## config.mk

```make
export PLATFORM = sky130hd
export DESIGN_NAME = two_digit_seven_segment_shift_driver_unit
export DESIGN_NICKNAME = d
export VERILOG_FILES = /design/src/hdl/sdd_pkg.sv /design/src/hdl/sdd_cell.sv /design/src/hdl/two_digit_seven_segment_shift_driver_unit.sv
export SDC_FILE = /design/constraint.sdc
export NUM_CORES = 1
export LEC_CHECK = 0
export BUFFER_PORTS_ARGS = -buffer_cell sky130_fd_sc_hd__clkbuf_2
export CORE_ASPECT_RATIO = 0.6
export CORE_MARGIN = 2
export CORE_UTILIZATION = 36
export CTS_CLUSTER_DIAMETER = 150
export DETAILED_ROUTE_END_ITERATION = 16
export PLACE_DENSITY = 0.52
export REMOVE_ABC_BUFFERS = 1
export SLEW_MARGIN = 10
export SYNTH_ARGS = -nofsm -noshare
export SYNTH_HDL_FRONTEND = slang
export SYNTH_SLANG_ARGS = --single-unit
```

## constraint.sdc

```tcl
create_clock -name clk -period 6.45 [get_ports clk]
set_clock_uncertainty 0.15 [all_clocks]
set_input_delay 0 -clock clk [delete_from_list [all_inputs] [get_ports clk]]
set_output_delay 0 -clock clk [all_outputs]
set_load 0.005 [all_outputs]
```

## src/hdl/sdd_pkg.sv

```systemverilog
`timescale 1ns / 1ps

package sdd_pkg;

  // Command codes carried on the command field.
  typedef enum logic [1:0] {
    CMD_CLEAR     = 2'd0,
    CMD_NUMBER    = 2'd1,
    CMD_DOT_UNITS = 2'd2,
    CMD_DOT_TENS  = 2'd3
  } command_t;

  // Control shared by every cell of the shift chain.
  typedef struct packed {
    logic load;
    logic shift;
  } cell_ctrl_t;

  localparam int unsigned FrameBits = 16;
  localparam logic [7:0] DotMask = 8'h10;
  localparam logic [6:0] MaxValue = 7'd99;

  // Segment font for decimal digits; no glyph uses the dot bit.
  function automatic logic [7:0] seg_font(input logic [3:0] digit);
    logic [7:0] pattern;
    unique case (digit)
      4'd0: pattern = 8'hEE;
      4'd1: pattern = 8'h28;
      4'd2: pattern = 8'hCD;
      4'd3: pattern = 8'h6D;
      4'd4: pattern = 8'h2B;
      4'd5: pattern = 8'h67;
      4'd6: pattern = 8'hE7;
      4'd7: pattern = 8'h2C;
      4'd8: pattern = 8'hEF;
      4'd9: pattern = 8'h6F;
      default: pattern = 8'h00;
    endcase
    return pattern;
  endfunction

endpackage

```

## src/hdl/sdd_cell.sv

```systemverilog
`timescale 1ns / 1ps

module sdd_cell (
  input  logic               clk,
  input  sdd_pkg::cell_ctrl_t ctrl,
  input  logic               load_bit,
  input  logic               shift_in,
  output logic               q
);
  import sdd_pkg::*;

  // One bit of the frame: parallel load from the segment registers, or
  // take the neighbor's bit as the frame moves toward the output.
  always_ff @(posedge clk) begin
    if (ctrl.load) begin
      q <= load_bit;
    end else if (ctrl.shift) begin
      q <= shift_in;
    end
  end

endmodule

```

## src/hdl/two_digit_seven_segment_shift_driver_unit.sv

```systemverilog
`timescale 1ns / 1ps
// An accepted request is held as pending and then loaded into the shift chain, which offers its first bit.
// The 16-cell shift chain sends one bit per cycle while out_ready is high.
// A new request is accepted while the previous frame is still shifting out.
// Reset (synchronous, active high) clears both segment patterns, the
// blank_leading_zero register and all valid flags.

module two_digit_seven_segment_shift_driver_unit (
  input  logic       clk,
  input  logic       rst,
  input  logic       cfg_valid,
  output logic       cfg_ready,
  input  logic       cfg_data,
  input  logic       in_valid,
  output logic       in_ready,
  input  logic [1:0] command,
  input  logic [6:0] value,
  input  logic       dot_on,
  output logic       out_valid,
  input  logic       out_ready,
  output logic       serial_bit,
  output logic [3:0] bit_index,
  output logic       last
);
  import sdd_pkg::*;

  logic [7:0]  units_segments;
  logic [7:0]  tens_segments;
  logic        blank_leading_zero;
  logic        pend_valid;
  logic [7:0]  units_next;
  logic [7:0]  tens_next;
  logic [6:0]  value_clamped;
  logic [14:0] tens_product;
  logic [3:0]  tens_digit;
  logic [6:0]  tens_x10;
  logic [3:0]  ones_digit;
  logic [FrameBits-1:0] frame;
  logic [FrameBits-1:0] chain;
  logic        in_fire;
  logic        out_fire;
  logic        frame_done;
  logic        load;
  cell_ctrl_t  ctrl;

  assign cfg_ready = 1'b1;

  // Split the clamped value into digits: tens by reciprocal multiply.
  assign value_clamped = (value > MaxValue) ? MaxValue : value;
  assign tens_product  = 15'(value_clamped) * 15'd205;
  assign tens_digit    = tens_product[14:11];
  assign tens_x10      = 7'({3'b000, tens_digit} << 3) + 7'({3'b000, tens_digit} << 1);
  assign ones_digit    = 4'(value_clamped - tens_x10);

  // Next segment patterns for the incoming request.
  always_comb begin
    units_next = units_segments;
    tens_next  = tens_segments;
    unique case (command_t'(command))
      CMD_CLEAR: begin
        units_next = units_segments & DotMask;
        tens_next  = tens_segments & DotMask;
      end
      CMD_NUMBER: begin
        units_next = seg_font(ones_digit) | (units_segments & DotMask);
        if (blank_leading_zero && (tens_digit == 4'd0)) begin
          tens_next = tens_segments & DotMask;
        end else begin
          tens_next = seg_font(tens_digit) | (tens_segments & DotMask);
        end
      end
      CMD_DOT_UNITS: begin
        units_next = dot_on ? (units_segments | DotMask) : (units_segments & ~DotMask);
      end
      CMD_DOT_TENS: begin
        tens_next = dot_on ? (tens_segments | DotMask) : (tens_segments & ~DotMask);
      end
      default: begin
        units_next = units_segments;
      end
    endcase
  end

  // Handshake control. The pending frame is always the current segment
  // registers, so only a flag is kept for it.
  assign out_fire   = out_valid && out_ready;
  assign frame_done = out_fire && (bit_index == 4'(FrameBits - 1));
  assign load       = pend_valid && (!out_valid || frame_done);
  assign in_ready   = !pend_valid || load;
  assign in_fire    = in_valid && in_ready;
  assign ctrl       = '{load: load, shift: out_fire};

  always_ff @(posedge clk) begin
    if (rst) begin
      units_segments     <= 8'h00;
      tens_segments      <= 8'h00;
      blank_leading_zero <= 1'b0;
      pend_valid         <= 1'b0;
      out_valid          <= 1'b0;
      bit_index          <= 4'd0;
    end else begin
      if (cfg_valid && cfg_ready) begin
        blank_leading_zero <= cfg_data;
      end
      if (in_fire) begin
        units_segments <= units_next;
        tens_segments  <= tens_next;
      end
      pend_valid <= in_fire || (pend_valid && !load);
      if (load) begin
        out_valid <= 1'b1;
        bit_index <= 4'd0;
      end else if (frame_done) begin
        out_valid <= 1'b0;
        bit_index <= 4'd0;
      end else if (out_fire) begin
        bit_index <= bit_index + 4'd1;
      end
    end
  end

  // Shift chain: the top cell holds the bit on the output.
  assign frame = {units_segments, tens_segments};

  for (genvar i = 0; i < FrameBits; i++) begin : g_cell
    logic shift_in;
    if (i == 0) begin : g_first
      assign shift_in = 1'b0;
    end else begin : g_rest
      assign shift_in = chain[i-1];
    end
    sdd_cell u_cell (
      .clk      (clk),
      .ctrl     (ctrl),
      .load_bit (frame[i]),
      .shift_in (shift_in),
      .q        (chain[i])
    );
  end

  assign serial_bit = chain[FrameBits-1];
  assign last       = out_valid && (bit_index == 4'(FrameBits - 1));

  // A waiting frame enters the idle chain at the next edge.
  a_pend_loads: assert property (@(posedge clk) disable iff (rst)
    pend_valid && !out_valid |=> out_valid && (bit_index == 4'd0))
    else $error("pending frame did not enter idle chain");

  // Bits of a frame are delivered in order without skips.
  a_index_steps: assert property (@(posedge clk) disable iff (rst)
    out_valid && out_ready && (bit_index != 4'd15)
      |=> out_valid && (bit_index == $past(bit_index) + 4'd1))
    else $error("bit index did not advance by one");

  // Input is held off only while a frame waits for the chain.
  a_ready_pend: assert property (@(posedge clk) disable iff (rst)
    !in_ready |-> pend_valid && out_valid)
    else $error("input stalled without a waiting frame");

  // Reset leaves no frame in flight.
  a_reset_idle: assert property (@(posedge clk)
    rst |=> !out_valid && !pend_valid)
    else $error("frame in flight after reset");

endmodule

```

Yosys cells after proc, flatten, opt, wreduce, memory -nomap -nowiden:

Memories as Yosys holds them, arrays and structs flattened.
Cells that the tools add are included.
W data, S select, Z words.

* add/sub/neg operators: 3
* multipliers: 1
* order comparisons: 1
* equal/unequal tests: 5
* mux-type cells: 42
* bitwise operators: 5
* reductions and logical operators: 25

Operators with widths (number)
* $pmux W8 S3: 2
* $mux W1: 34
* $mux W8: 4
* $or A8 B5 Y8: 2
* $mul A7 B8 Y15 const B: 1
* $reduce_bool A2 Y1: 5
* $reduce_and A3 Y1: 3
* $gt A7 B7 Y1 const B: 1
* $logic_and A1 B1 Y1: 7
* $mux W7: 1
* $mux W5: 1
* $add A4 B1 Y4 const B: 1
* $add A4 B4 Y4: 1
* $eq A2 B2 Y1 const B: 2
* $eq A4 B4 Y1 const B: 1
* $logic_not A4 Y1: 1
* $reduce_and A4 Y1: 1
* $sub A4 B4 Y4: 1
* $logic_not A1 Y1: 3
* $logic_or A1 B1 Y1: 3
* $not A1 Y1: 3
* $reduce_or A3 Y1: 1
* $eq A2 B1 Y1 const B: 1
* $logic_not A2 Y1: 1
* $ne A2 B2 Y1 const B: 1

* flip-flop bits (word level): 39
* bits in read-only memories: 224
* input port bits: 16
* output and inout bits: 9
* memories: 2

Memory list
* (no name shown): words 16, width 7, rd ports 1, clocked after memory_dff 0, write ports 0, line sdd_pkg.sv:26 `unique case (digit)`
* (no name shown): words 16, width 7, rd ports 1, clocked after memory_dff 0, write ports 0, line sdd_pkg.sv:26

Longest topological paths before layout:

* depth after elaboration: 10
* depth in mapped cells: 21
* depth with buffers taken out: 21

By module:

A second synthesis with hierarchy kept.

* cells, all modules: 331
* area, all modules: 3235.6 um^2

By module, submodules not included
* two_digit_seven_segment_shift_driver_unit: times used 1, cells each 283, area an instance 2414.8 um^2, sequential area each 460.4 um^2
* sdd_cell: times used 16, cells each 3, area an instance 51.3 um^2, sequential area each 30.0 um^2

Worst setup path before layout:

No wires, ideal clock.

* path type: in2reg
* start: input value[3]
* end: register units_segments[6]
* library setup time: 0.087 ns
* arrival time: 4.638 ns
* data required time: 6.213 ns
* path slack: 1.574 ns
* stages on the path: 20
* path buffers: 1
* cells stage by stage: nor3_1 -> nor2_1 -> or2_2 -> ha_1 -> inv_1 -> fa_1 -> inv_1 -> fa_1 -> ha_1 -> ha_1 -> nand2_1 -> o21ai_0 -> a221oi_1 -> xnor2_1 -> ha_1 -> a2111oi_0 -> xnor3_1 -> buf_6 -> mux2i_4 -> o31ai_1

* longest elaborated chain between the ends: 9

Ends and longest elaborated chain
* start: declaration: line two_digit_seven_segment_shift_driver_unit.sv:17 `input logic [6:0] value,`
* $gt A7 B7 Y1: line two_digit_seven_segment_shift_driver_unit.sv:49 `assign value_clamped = (value > MaxValue) ? MaxValue : value;`
* $mux W7 *: line two_digit_seven_segment_shift_driver_unit.sv:49
* $mul A7 B8 Y15: line two_digit_seven_segment_shift_driver_unit.sv:50 `assign tens_product = 15'(value_clamped) * 15'd205;`
* $add A4 B4 Y4: line two_digit_seven_segment_shift_driver_unit.sv:52 `assign tens_x10 = 7'({3'b000, tens_digit} << 3) + 7'({3'b000, tens_digit} << 1);`
* $sub A4 B4 Y4 *: line two_digit_seven_segment_shift_driver_unit.sv:53 `assign ones_digit = 4'(value_clamped - tens_x10);`
* $mem_v2 Z16 W7 *
* $mux W8 *: line two_digit_seven_segment_shift_driver_unit.sv:59 `unique case (command_t'(command))`
* $or A8 B5 Y8 *: line two_digit_seven_segment_shift_driver_unit.sv:65 `units_next = seg_font(ones_digit) | (units_segments & DotMask);`
* $pmux W8 S3 *: line two_digit_seven_segment_shift_driver_unit.sv:59
* end signal: assignment: line two_digit_seven_segment_shift_driver_unit.sv:106 `units_segments <= units_next;`
* end: declaration: line two_digit_seven_segment_shift_driver_unit.sv:27 `logic [7:0] units_segments;`

Every way passes the cells marked *; elsewhere a longest branch is shown, timed or not. The select of a mux whose other input is x is not followed.
A chain may end at the register's enable or synchronous reset.

Worst setup path after layout:

* start: input value[5]
* end: register units_segments[7]

Same word-level chain as after synthesis.

==> impl_table.tex <==
\begin{tabular}{lr}
\hline
Metric & Value \\
\hline
\multicolumn{2}{l}{\textbf{Status}} \\
Status & completed \\
\multicolumn{2}{l}{\textbf{Logic synthesis}} \\
Synth Flop Type & dfxtp\_1 \\
Compound-gate portion of the synthesized area & 14.3\% \\
Cell type with the largest total area after synthesis & ha\_1 \\
Yosys warning total & 0 \\
Cell types with the largest area share after synthesis & ha\_1 19\%, edfxtp\_1 15\%, dfxtp\_1 15\%, mux2\_2 5.8\%, fa\_1 5.1\% \\
Share of synthesized cell area in full adder, half adder and majority cells & 24.4\% \\
Combined area of all synthesized cells & 0.00311 mm2 \\
Fraction of synthesized cell area taken by the top area cell type & about a fifth \\
Post-synthesis average cell area & approximately 10 um2 \\
Portion of netlist area occupied by mux cells & 7.80\% \\
Cell count after synthesis & 318 \\
Yosys cell types & between 50 and 60 \\
Post-synthesis xor/xnor area fraction & under 10\% \\
Simple-Gate Fraction of Synth Area & around 14\% \\
Share of async-settable or async-resettable flops after synthesis & 0\% \\
Combinational family with the most area after synthesis & adder cells \\
Share of synthesized area occupied by flip-flops and latches & 30.2\% \\
Register bit count reported by yosys & 39 \\
Number of flops mapped to enable cells by yosys & 16 \\
\multicolumn{2}{l}{\textbf{Global routing}} \\
Global-route wire length before repair & 11100 um \\
Number of global-route vias before repair & between 2000 and 2500 \\
Met2 usage & 17.8\% \\
Met1 demand-to-capacity share in global routing & 26.1\% \\
Peak-usage layer in the global routing report & met1 \\
Global-route track usage on met3 & 4.19\% \\
Largest net degree at the start of global routing & 18 \\
GRT overflow & 0 \\
Global-route total usage across every layer & between 15 and 20\% \\
Number of antenna violations at the first check in global routing & 0 \\
\multicolumn{2}{l}{\textbf{Worst setup path}} \\
Worst EP arrival & 5.74 ns \\
Sort of element at the end of the critical path & flop \\
Crit-path slowest cell & xnor2\_1 \\
Type of the setup path with the least slack & input port to flop \\
Chain of cells forming the critical path & clkbuf\_2, nand2\_1, and2\_1, ha\_1, ha\_1, inv\_1, fa\_1, inv\_1, fa\_1, ha\_1, nand4\_1, o31ai\_1, a221oi\_1, xnor2\_1, ha\_1, a2111oi\_0, xnor3\_1, nand3\_1, o221ai\_1 \\
Largest fanout on the critical path & 10 \\
Most frequent cell on the critical path & ha\_1 \\
Maximum cell stage delay along the critical path & $\sim$0.54 ns \\
R2R Setup Slk & 3.55 ns \\
Worst reg2reg startpoint & bit\_index[0] \\
Startpoint type of the worst setup path & input port \\
Cells on worst reg2reg path & 7 \\
R2r endpoint & units\_segments[7] \\
Buffers plus inverters on the worst setup path & 3 \\
CP delay by family, top & adder cells \\
Crit path required time & 6.50 ns \\
\multicolumn{2}{l}{\textbf{STA}} \\
Max Slew Vio Count & 0 \\
Fmax & 0.176 GHz \\
Total Negative Setup Slacks & 0 ns \\
Worst max-slew margin expressed relative to the limit & 46.7\% \\
Share of the clock period used by the worst path & between 80\% and 90\% \\
Number of endpoints with negative hold slack in the final report & 0 \\
Smallest setup slack after layout & 0.761 ns \\
Fin crit period & 5.69 ns \\
Setup violators final & 0 \\
Measured slew at the worst slew-check pin & 0.780 ns \\
Final worst hold slack & 0.0756 ns \\
Unrepaired setup endpoints after global routing & false \\
\multicolumn{2}{l}{\textbf{Min path}} \\
Number of stages on the worst hold path & 4 \\
Path category of the worst min-delay check & input port to flop \\
Hold worst-path end & units\_segments[7] \\
Critical hold path startpoint & value[0] \\
\multicolumn{2}{l}{\textbf{Layout}} \\
Number of filler cells placed in the layout & 843 \\
Number of cells in the finished layout apart from fillers & 462 \\
N\_diodes & 0 \\
Storage element area & 941 um2 \\
Area growth from synthesis to layout & 15.0\% \\
Net total in the final layout & $\sim$420 \\
Area taken by multi-input logic gates & roughly 0.002 mm2 \\
Ratio of cells with drive above 1 in the final layout & between 15 and 20\% \\
\multicolumn{2}{l}{\textbf{Die}} \\
Starting density of the core & 36.8\% \\
Horizontal die dimension & 124 um \\
Row cnt & 26 \\
Die Y-Extent & around 76 um \\
Overall die area & 0.00943 mm2 \\
Core Area & 0.00846 mm2 \\
I/O pin count & 25 \\
\multicolumn{2}{l}{\textbf{Place}} \\
Final weighted congestion of routability-driven global placement & 0.894 \\
Placed wire-length estimate after detailed placement & 5230 um \\
Number of port buffers & 23 \\
Number of placed instances with taps included & 445 \\
Setup slack after placement & 0.519 ns \\
\multicolumn{2}{l}{\textbf{Route}} \\
Sum of routed wire length over all layers & 6620 um \\
Post-detailed-route via-to-cell ratio & 5.10 \\
Number of vias after detailed routing & roughly 2400 \\
Detailed-route DRC error count & 0 \\
First drt pass iteration count & 4 \\
Antenna viol nets, final & 0 \\
Final routed wire length divided by cell count & roughly 14 um \\
Drt first-iter violations & 192 \\
\multicolumn{2}{l}{\textbf{Clocking}} \\
Clock-pin slew reported for the worst setup and hold paths after clock tree synthesis & 0.06 ns \\
Clock root buffer master & clkbuf\_16 \\
CTS H-tree depth & 2 \\
Resized cells post-CTS & 0 \\
Clock buffers created by TritonCTS & 5 \\
Total clock sinks & 39 \\
Clock tree from TritonCTS & yes \\
Clock tree buffer depth & 2 \\
Latest clock arrival within the worst-skew pair & 0.28 ns \\
\multicolumn{2}{l}{\textbf{Pwr}} \\
Switching share of power & 38.7\% \\
Worst VDD drop & 0.000127 V \\
Power, Total & between 1 and 1.5 mW \\
Combinational power share & 51.3\% \\
Leakage power total & 1.61 nW \\
Portion of total power attributed to sequential cells & approximately a quarter \\
Pwr per Cell Area & about 330 mW/mm2 \\
Clock group share of total power & 23.7\% \\
Total net switching power & 0.451 mW \\
Internal power of the cells & 0.715 mW \\
\multicolumn{2}{l}{\textbf{Run}} \\
Number of max-cap violations & 0 \\
\hline
\end{tabular}
final cells by class:
| cell class | instances | area share (%) |
|---|---|---|
| tap | 112 | 3.91 |
| multi-input combinational | 236 | 55.8 |
| timing repair buffer | 32 | 5.73 |
| clock inverter | 3 | 1.08 |
| clock buffer | 5 | 3.49 |
| inverter | 35 | 3.67 |
| sequential | 39 | 26.3 |
power by group through the flow:
stage,clock network [mW],logic [mW],registers [mW]
after global routing,0.296,0.671,0.293
after detailed placement,0,0.587,0.296
after floorplan,0,0.467,0.292
after global placement,0,0.593,0.296
after CTS,0.284,0.595,0.291
final,0.277,0.598,0.291
worst reg2reg max path, stage by stage, from the launching register on:
cell      delay [ns]
dfxtp_1         0.39
ha_1            0.21
nand4_1         0.21
a31oi_1         0.50
nand3b_1        0.27
or3b_2          0.58
or2_2           0.33
o221ai_1        0.18
kinds of logic (layout without fill, tap and decap cells):
group	count (synthesis)	in the layout
AND/OR/NAND/NOR	88	88
AO/OA/AOI/OAI	59	59
adder cells (fa/ha/maj)	56	56
buffers and inverters	43	75
flip-flops	39	39
multiplexers	21	21
XOR/XNOR	11	11
other	1	1
sequential cells by signal, summed over array words and instances, names as in the netlist:
| register | count |
|---|---|
| bit_index | 4 |
| blank_leading_zero | 1 |
| g_cell.u_cell.q | 16 |
| out_valid | 1 |
| pend_valid | 1 |
| tens_segments | 8 |
| units_segments | 8 |
per-layer routing:
layer / share of wire [%] / wire [um]
met3: 4.4 / 288
met4: 0.21 / 14
met1: 60 / 3950
met5: 0 / 0
met2: 36 / 2370
placed cells by master, fill, tap and decap left out, types with 4 or more instances in the layout:
master         count
inv_1             35
nor2_1            26
nand3_1           13
dfxtp_1           23
o211ai_1           5
a21oi_1            9
dlygate4sd3_1      9
ha_1              48
clkbuf_16          5
mux2_2            16
and2_1             5
xnor2_1            6
nand2_1           20
fa_1               8
o21ai_0           11
clkbuf_2          23
mux2i_1            4
edfxtp_1          16
stage by stage:
| stage | area [um2] | util [%] |
|---|---|---|
| after floorplan | 3070 | - |
| after global placement | 3330 | 39.3 |
| after detailed placement | 3330 | 39.3 |
| after CTS | 3580 | 42.3 |
| after global routing | 3580 | 42.3 |
| final | 3580 | 42.3 |
synth_stat cells (all sizes together), types with 4 or more instances:
master / n
ha: 48
inv: 35
nor2: 26
dfxtp: 23
nand2: 20
edfxtp: 16
mux2: 16
nand3: 13
o21ai: 11
a21oi: 10
fa: 8
and2: 6
clkbuf: 6
xnor2: 6
mux2i: 5
o211ai: 5
xor2: 4
timing repair:
item                                    in CTS  in global routing
buffers inserted                             0                  0
endpoints found under the setup margin       0                  0
hold buffers                                 9                  0
hold endpoints to repair                     8                  0
worst max-delay path by stage:
stage | from | to | slack [ns] | cells after the start
3_3_place_gp | value[5] | units_segments[7] | 0.76 | 19
4_1_cts | value[5] | units_segments[7] | 0.81 | 19
5_1_grt | value[5] | units_segments[7] | 0.33 | 19
2_1_floorplan | value[3] | units_segments[2] | 1.43 | 19
3_5_place_dp | value[5] | units_segments[7] | 0.52 | 19
6_report | value[5] | units_segments[7] | 0.76 | 19
Note: power is estimated with default switching activity, not from simulation.
